==> src/hdl/bba_pkg.sv <==
`timescale 1ns / 1ps
`default_nettype none
package bba_pkg;
  localparam int TopLevel   = 18;
  localparam int NumLevels  = TopLevel + 1;
  localparam int MinLog     = 3;
  localparam int TopPages   = 16;
  localparam int ListDepth  = 64;
  localparam int OffW       = 25;
  localparam int LvlW       = 5;
  localparam int PosW       = 6;
  localparam int CntW       = 7;
  localparam int AddrW      = 11;
  localparam int MemDepth   = NumLevels * ListDepth;

  typedef enum logic [1:0] {
    CMD_INIT  = 2'd0,
    CMD_ALLOC = 2'd1,
    CMD_FREE  = 2'd2
  } cmd_t;

  localparam logic [2:0] ST_OK      = 3'd0;
  localparam logic [2:0] ST_NOMEM   = 3'd1;
  localparam logic [2:0] ST_BADSIZE = 3'd2;
  localparam logic [2:0] ST_BADOFF  = 3'd3;
  localparam logic [2:0] ST_FULL    = 3'd4;

  // Datapath operations issued by the controller
  typedef enum logic [3:0] {
    OP_NONE,
    OP_LATCH,     // capture request and decode level
    OP_CLR,       // clear all counts
    OP_PUSH_TOP,  // push page offset onto top level, advance page
    OP_SCAN_UP,   // advance alloc search level
    OP_POP_RD,    // issue read of head of current level, decrement count
    OP_POP_CAP,   // capture popped block
    OP_SPLIT,     // push upper buddy at level-1, step down
    OP_FIND_RD,   // issue read of entry k-1 of working level
    OP_FIND_CMP,  // compare read entry, step k
    OP_MERGE,     // buddy found: record position, clear bit, step level up
    OP_SHIFT_RD,  // read entry p+1 of remove level
    OP_SHIFT_WR,  // write into p, advance p
    OP_REM_DONE,  // decrement count, next level
    OP_PUSH_FIN   // push final merged block
  } op_t;

  typedef struct packed {
    op_t op;
  } dp_cmd_t;

  typedef struct packed {
    logic size_bad;
    logic off_bad;
    logic init_more;
    logic init_full;
    logic scan_hit;
    logic scan_end;
    logic split_full;
    logic split_more;
    logic find_more;
    logic find_hit;
    logic merge_top;
    logic fin_full;
    logic rem_more;
    logic shift_more;
    logic [1:0] cmd;
  } dp_stat_t;
endpackage
`default_nettype wire

==> src/hdl/bba_ctrl.sv <==
`timescale 1ns / 1ps
`default_nettype none
module bba_ctrl import bba_pkg::*; (
  input  wire logic     clk,
  input  wire logic     rst_n,
  input  wire logic     start,
  input  wire dp_stat_t stat,
  output dp_cmd_t       cmd,
  output logic          busy,
  output logic          done,
  output logic [2:0]    status
);
  typedef enum logic [3:0] {
    S_IDLE, S_DECODE, S_INIT, S_SCAN, S_POPCAP, S_SPLIT,
    S_FINDRD, S_FINDCMP, S_FINCHK, S_REMSTART, S_SHRD, S_SHWR, S_PUSHFIN, S_DONE
  } state_t;

  state_t     state_r, state_nxt;
  logic [2:0] status_r, status_nxt;
  logic       done_r, done_nxt;
  op_t        op;

  // Next state and datapath command
  always_comb begin
    state_nxt  = state_r;
    status_nxt = status_r;
    done_nxt   = 1'b0;
    op         = OP_NONE;
    unique case (state_r)
      S_IDLE: begin
        // Hold off a new request during the result strobe
        if (start && !done_r) begin
          op = OP_LATCH;
          status_nxt = ST_OK;
          state_nxt = S_DECODE;
        end
      end
      S_DECODE: begin
        if (stat.cmd == CMD_INIT) begin
          op = OP_CLR;
          state_nxt = S_INIT;
        end else if (stat.cmd == CMD_ALLOC || stat.cmd == CMD_FREE) begin
          if (stat.size_bad) begin
            status_nxt = ST_BADSIZE;
            state_nxt = S_DONE;
          end else if (stat.cmd == CMD_ALLOC) begin
            state_nxt = S_SCAN;
          end else if (stat.off_bad) begin
            status_nxt = ST_BADOFF;
            state_nxt = S_DONE;
          end else begin
            state_nxt = S_FINDRD;
          end
        end else begin
          state_nxt = S_DONE;
        end
      end
      S_INIT: begin
        if (!stat.init_more) begin
          state_nxt = S_DONE;
        end else if (stat.init_full) begin
          status_nxt = ST_FULL;
          state_nxt = S_DONE;
        end else begin
          op = OP_PUSH_TOP;
        end
      end
      S_SCAN: begin
        if (stat.scan_hit) begin
          if (stat.split_full) begin
            status_nxt = ST_FULL;
            state_nxt = S_DONE;
          end else begin
            op = OP_POP_RD;
            state_nxt = S_POPCAP;
          end
        end else if (stat.scan_end) begin
          status_nxt = ST_NOMEM;
          state_nxt = S_DONE;
        end else begin
          op = OP_SCAN_UP;
        end
      end
      S_POPCAP: begin
        op = OP_POP_CAP;
        state_nxt = S_SPLIT;
      end
      S_SPLIT: begin
        if (stat.split_more) begin
          op = OP_SPLIT;
        end else begin
          state_nxt = S_DONE;
        end
      end
      S_FINDRD: begin
        if (stat.merge_top || !stat.find_more) begin
          state_nxt = S_FINCHK;
        end else begin
          op = OP_FIND_RD;
          state_nxt = S_FINDCMP;
        end
      end
      S_FINDCMP: begin
        if (stat.find_hit) begin
          op = OP_MERGE;
        end else begin
          op = OP_FIND_CMP;
        end
        state_nxt = S_FINDRD;
      end
      S_FINCHK: begin
        if (stat.fin_full) begin
          status_nxt = ST_FULL;
          state_nxt = S_DONE;
        end else begin
          state_nxt = S_REMSTART;
        end
      end
      S_REMSTART: begin
        if (!stat.rem_more) begin
          state_nxt = S_PUSHFIN;
        end else if (stat.shift_more) begin
          op = OP_SHIFT_RD;
          state_nxt = S_SHWR;
        end else begin
          op = OP_REM_DONE;
        end
      end
      S_SHRD: begin
        op = OP_SHIFT_RD;
        state_nxt = S_SHWR;
      end
      S_SHWR: begin
        op = OP_SHIFT_WR;
        state_nxt = S_REMSTART;
      end
      S_PUSHFIN: begin
        op = OP_PUSH_FIN;
        state_nxt = S_DONE;
      end
      S_DONE: begin
        done_nxt = 1'b1;
        state_nxt = S_IDLE;
      end
      default: state_nxt = S_IDLE;
    endcase
  end

  // Hold state and registered outputs
  always_ff @(posedge clk) begin
    if (!rst_n) begin
      state_r  <= S_IDLE;
      status_r <= ST_OK;
      done_r   <= 1'b0;
    end else begin
      state_r  <= state_nxt;
      status_r <= status_nxt;
      done_r   <= done_nxt;
    end
  end

  assign cmd.op = op;
  assign busy   = (state_r != S_IDLE) || done_r;
  assign done   = done_r;
  assign status = status_r;
endmodule
`default_nettype wire

==> config.mk <==
export PLATFORM = sky130hd
export DESIGN_NAME = bba_ctrl
export DESIGN_NICKNAME = d
export VERILOG_FILES = /design/src/hdl/bba_pkg.sv /design/src/hdl/bba_ctrl.sv
export SDC_FILE = /design/constraint.sdc
export NUM_CORES = 1
export LEC_CHECK = 0
export BUFFER_PORTS_ARGS = -buffer_cell sky130_fd_sc_hd__buf_2
export CAP_MARGIN = 20
export CORE_MARGIN = 2
export CORE_UTILIZATION = 47
export CTS_BUF_LIST = sky130_fd_sc_hd__clkbuf_4 sky130_fd_sc_hd__clkbuf_8 sky130_fd_sc_hd__clkbuf_16
export DETAILED_ROUTE_END_ITERATION = 16
export GPL_TIMING_DRIVEN = 0
export PLACE_DENSITY = 0.83
export SYNTH_ARGS = -nofsm -noshare
export SYNTH_HDL_FRONTEND = slang
export SYNTH_SLANG_ARGS = --single-unit
==> constraint.sdc <==
create_clock -name clk -period 1.8 [get_ports clk]
set_input_delay 0.36 -clock clk [delete_from_list [all_inputs] [get_ports clk]]
set_output_delay 0.36 -clock clk [all_outputs]
set_load 0.01 [all_outputs]
After elaboration in Yosys (flattened, before gate mapping). Cells that the tools add are included.

Multiplexer cells: 44. Reduce and logical (&&, ||, !) cells: 12. Equality and inequality tests: 28.

Operator list (number): two-way mux 4 bit (18); case mux 4 bit (13 select lines) (1); two-way mux 3 bit (17); case mux 4 bit (12 select lines) (1); == test 4 bit (second input constant) (6); inequality test 3 bit (second input constant) (6); == test 4 x 3 -> 1 bit (second input constant) (4); case mux 3 bit (5 select lines) (1); inequality test 2 bit (second input constant) (7); AND reduction 11 bit (1); == test 4 x 2 -> 1 bit (second input constant) (2); two-way mux 2 bit (4); AND reduction 5 bit (1); nonzero test 5 bit (1); == test 4 x 1 -> 1 bit (second input constant) (1); zero test 4 bit (1); nonzero test 4 bit (1); logical OR 1 bit (3); == test 2 x 1 -> 1 bit (second input constant) (1); == test 2 bit (second input constant) (1); zero test 1 bit (2); zero test 2 bit (1); two-way mux 1 bit (2); logical AND 1 bit (1).

Register bits after elaboration: 8. Word-level logic and storage cells: 87. Input port bits: 19. Output and inout bits: 9.

Logic depth before layout (Yosys ltp).
Word-level depth: 6. Depth in mapped cells: 7. Gate-level depth less buffers: 7.

Least setup slack after synthesis. No wires, ideal clock.

Kind: input to register. Start point: input stat[1] in the netlist's numbering. End point: register status_r[0], in the netlist status[0]. Stages on the path: 7. Path slack: -0.084 ns. Required time: 1.730 ns. Arrival: 1.814 ns. Path buffers: 0. Library setup time: 0.070 ns. Cells stage by stage: inv_1 ha_1 nand2b_4 a2111oi_4 o211ai_2 or4_1 a21oi_1.

Cells in the longest elaborated chain, start to end: 4. Elaborated cells between the ends (all ways): 8. Classes of those cells: eq/ne: 5; reduce/logical: 3.

RTL lines: start, declared (line bba_ctrl.sv:7) `input wire dp_stat_t stat,`; == test 2 x 1 -> 1 bit / == test 2 bit (equally long branches) (line bba_ctrl.sv:42, bba_ctrl.sv:46); logical OR 1 bit (line bba_ctrl.sv:42) `end else if (stat.cmd == CMD_ALLOC || stat.cmd == CMD_FREE) begin`; inequality test 2 bit (no line); AND reduction 11 bit (no line) (*); end signal, assigned (line bba_ctrl.sv:157) `status_r <= status_nxt;`; end, declared (line bba_ctrl.sv:19) `logic [2:0] status_r, status_nxt;`.

Every way passes the cells marked *; elsewhere a longest branch is shown, timed or not. A chain may end at the register's enable or synchronous reset.

==> results.toml <==
[route]
drc = 0
met3_length_microns = 525
routed.top_layer = "met4"
met1_length_mm = 1.612
via_per_inst = 6.734
num_vias = 1495
antenna_left = 0
dr.pass1.iters = 6
wl_per_cell_microns = 20.58
drt_iter0_drc = 122
routed_wl_mm = 4.569
wl_met2_mm = 2.125

[die]
core.rowCount = 16
die_h_microns = 50.12
die_w_microns = 50.12
core_area_sq_mm = 0.001982
die_area_sq_mm = 0.002512
pin_count = 28
start_util_pct = 50.44

[yosys]
syn-num-nets = 160
syn_inst = 139
ys.flop_type = "dfxtp_1"
ys_warn_count = 0
netlist-cell-type-count = 47
synth_edf_count = 0
synth-seq-cells = 8
synthesis.area_sq_um = 999.7
syn-mean-instance-area_sq_um = 7.192
synthArstFlopShare_pct = 0
synth.yosys.seq_area_share_pct = 16.02

[timing]
fin_ws_ns = -0.2612
hold_viol = 0
setup_viol = 8
clock_skew_ns = 0.003547
drv_slew = 0
rsz0062_at_grt = "yes"
setup_tns_ns = -1.138
tightest_slew_ns = 0.4076
slew_headroom_pct = 72.77
finalCritPeriodShare_pct = 114.5
clock.fmax_mhz = 485.2
period_needed_ns = 2.061

[power_and_ir_drop]
ir_drop_uv = 949.5
p_leak_nw = 0.7128
power_mw = 1.992
switching_power_mw = 0.9505
powerDensity_mw_per_mm2 = 1259
p_int_mw = 1.041
power_frac_comb_pct = 78.6
p_clk_share_pct = 6.4
p_sw_share_pct = 47.72
seqPwrFrac_pct = 15.0

[cells_and_area]
drive_gt1_share_pct = 48.21
syn2layout_area_growth_pct = 58.32
fin_cells = 222
postLayoutCellArea_sq_mm = 0.001583
antenna_cells = 0
fillCellCount = 122
final_common_cell = "buf_2"
layout_common_cells = "buf_2, buf_4, nand2_1, nor2_1, a21oi_1"
nets = 218

[status]
status = "finished, violations left"
violations = "setup timing"

[cts]
cts_tree = "yes"
h-tree-depth = 1
cts_root_buffer = "clkbuf_4"
ctsHoldBuffers = 0
cts_buffers = 3
clkTransAtPathRegs_ns = 0.05
clkLatencyLatePin_ns = 0.25
cts_buffer_depth = 2
clock-sinks = 8

[global_routing]
antenna_found_initial = 0
grt_pass1_vias = 1281
grt_pass1_wl_mm = 5.975
grt_usage_pct = 31.23
grt_overflow = 0
grt_max_degree = 11

[worst_setup_path]
worst_setup_path_end_kind = "output port"
startpoint_type = "flop"
worst_ep_arrival_time_ns = 1.70
path_max_fanout = 5
cp_data_required_time_ns = 1.44
path_class = "reg2out"

[placement]
gp_congestion = 0.9910
place_inst = 193
hpwlAfterDp_mm = 2.368
place_area_sq_mm = 0.001185
io_buffers = 27

[job]
maxCapViolCount = 0

[min_path]
hold_path_class = "in2reg"
[through the flow]
| step | setup slack [ns] | hold slack, ns | utilization, % |
|---|---|---|---|
| after floorplan | 0.04666 | 0.4775 | - |
| after global placement | -0.3233 | 0.4438 | 59.79 |
| after detailed placement | -0.3906 | 0.4484 | 59.79 |
| after CTS | -0.1517 | 0.3720 | 71.84 |
| after global routing | -0.3125 | 0.3863 | 79.86 |
| final | -0.2612 | 0.3976 | 79.86 |
[metal layers]
metal	up-vias	GRT usage, %
met1	681	38.63
met2	138	52.41
met3	45	4.848
met5	-	0
met4	0	14.35
li1	631	-
[synth_stat cells (all sizes together) (4+ instances only)]
cell	n	area share, %
dfxtp	8	16
buf	6	3.1
a21oi	12	6.0
clkbuf	4	1.5
inv	8	3.0
nand2b	9	6.4
nor2	14	5.3
o21ai	7	3.5
nor2b	4	2.5
a31oi	5	3.1
nand2	13	4.9
[cell type report]
cell class / count / area (sq um) / area share [%]
multi-input combinational: 113 / 860.8 / 54.39
timing repair buffer: 54 / 355.3 / 22.45
sequential: 8 / 172.7 / 10.91
buffer: 9 / 100.1 / 6.324
inverter: 8 / 37.54 / 2.372
tap: 27 / 33.78 / 2.134
clock buffer: 3 / 22.52 / 1.423
[power groups by stage]
stage                     Clock [mW]  Sequential, mW  Combinational [mW]
after global routing           0.144           0.298                1.64
after floorplan                    0           0.271               0.759
after global placement             0           0.264                1.02
after CTS                      0.135           0.291                1.28
final                          0.127           0.298                1.57
after detailed placement           0           0.267                1.04
[worst paths after layout]
kind	startpoint	end	slack (ns)	cells past startpoint
worst min register to register	status[0]$_SDFFE_PN0P_	status[0]$_SDFFE_PN0P_	0.46	2
worst min-delay path	rst_n	state_r[3]$_SDFFE_PN0P_	0.40	2
worst max-delay path	state_r[2]$_SDFFE_PN0P_	cmd[1]	-0.26	8
worst max register to register	state_r[1]$_SDFFE_PN0P_	state_r[3]$_SDFFE_PN0P_	-0.10	9
[critical path, stage by stage, from the launching register on]
cell and delay [ns]:
dfxtp_4 0.35, buf_6 0.14, buf_8 0.13, inv_8 0.06, nor2_4 0.04, a311oi_2 0.30, a21oi_1 0.07, a211o_1 0.22
buf_2 0.13
[registers in the layout, indices dropped and copies added (netlist names)]
register,flops
done,1
status,3
state_r,4
[cell families after synthesis]
group           count (synthesis)  share of synthesized area (%)
buf+inv                        18                          7.634
compound gates                 45                          34.04
simple gates                   63                          36.80
mux                             3                          3.004
fa+ha+maj                       2                          2.503
flops                           8                          16.02
[repair_timing]
action,4_1_cts,5_1_grt
setup buffers,16,12
endpoints found under the hold margin,0,0
cloned,1,0
endpoints found under the setup margin,6,10
pin swaps,4,6
gates resized for setup,34,15
No activity file was read; power rests on OpenSTA's default activity.
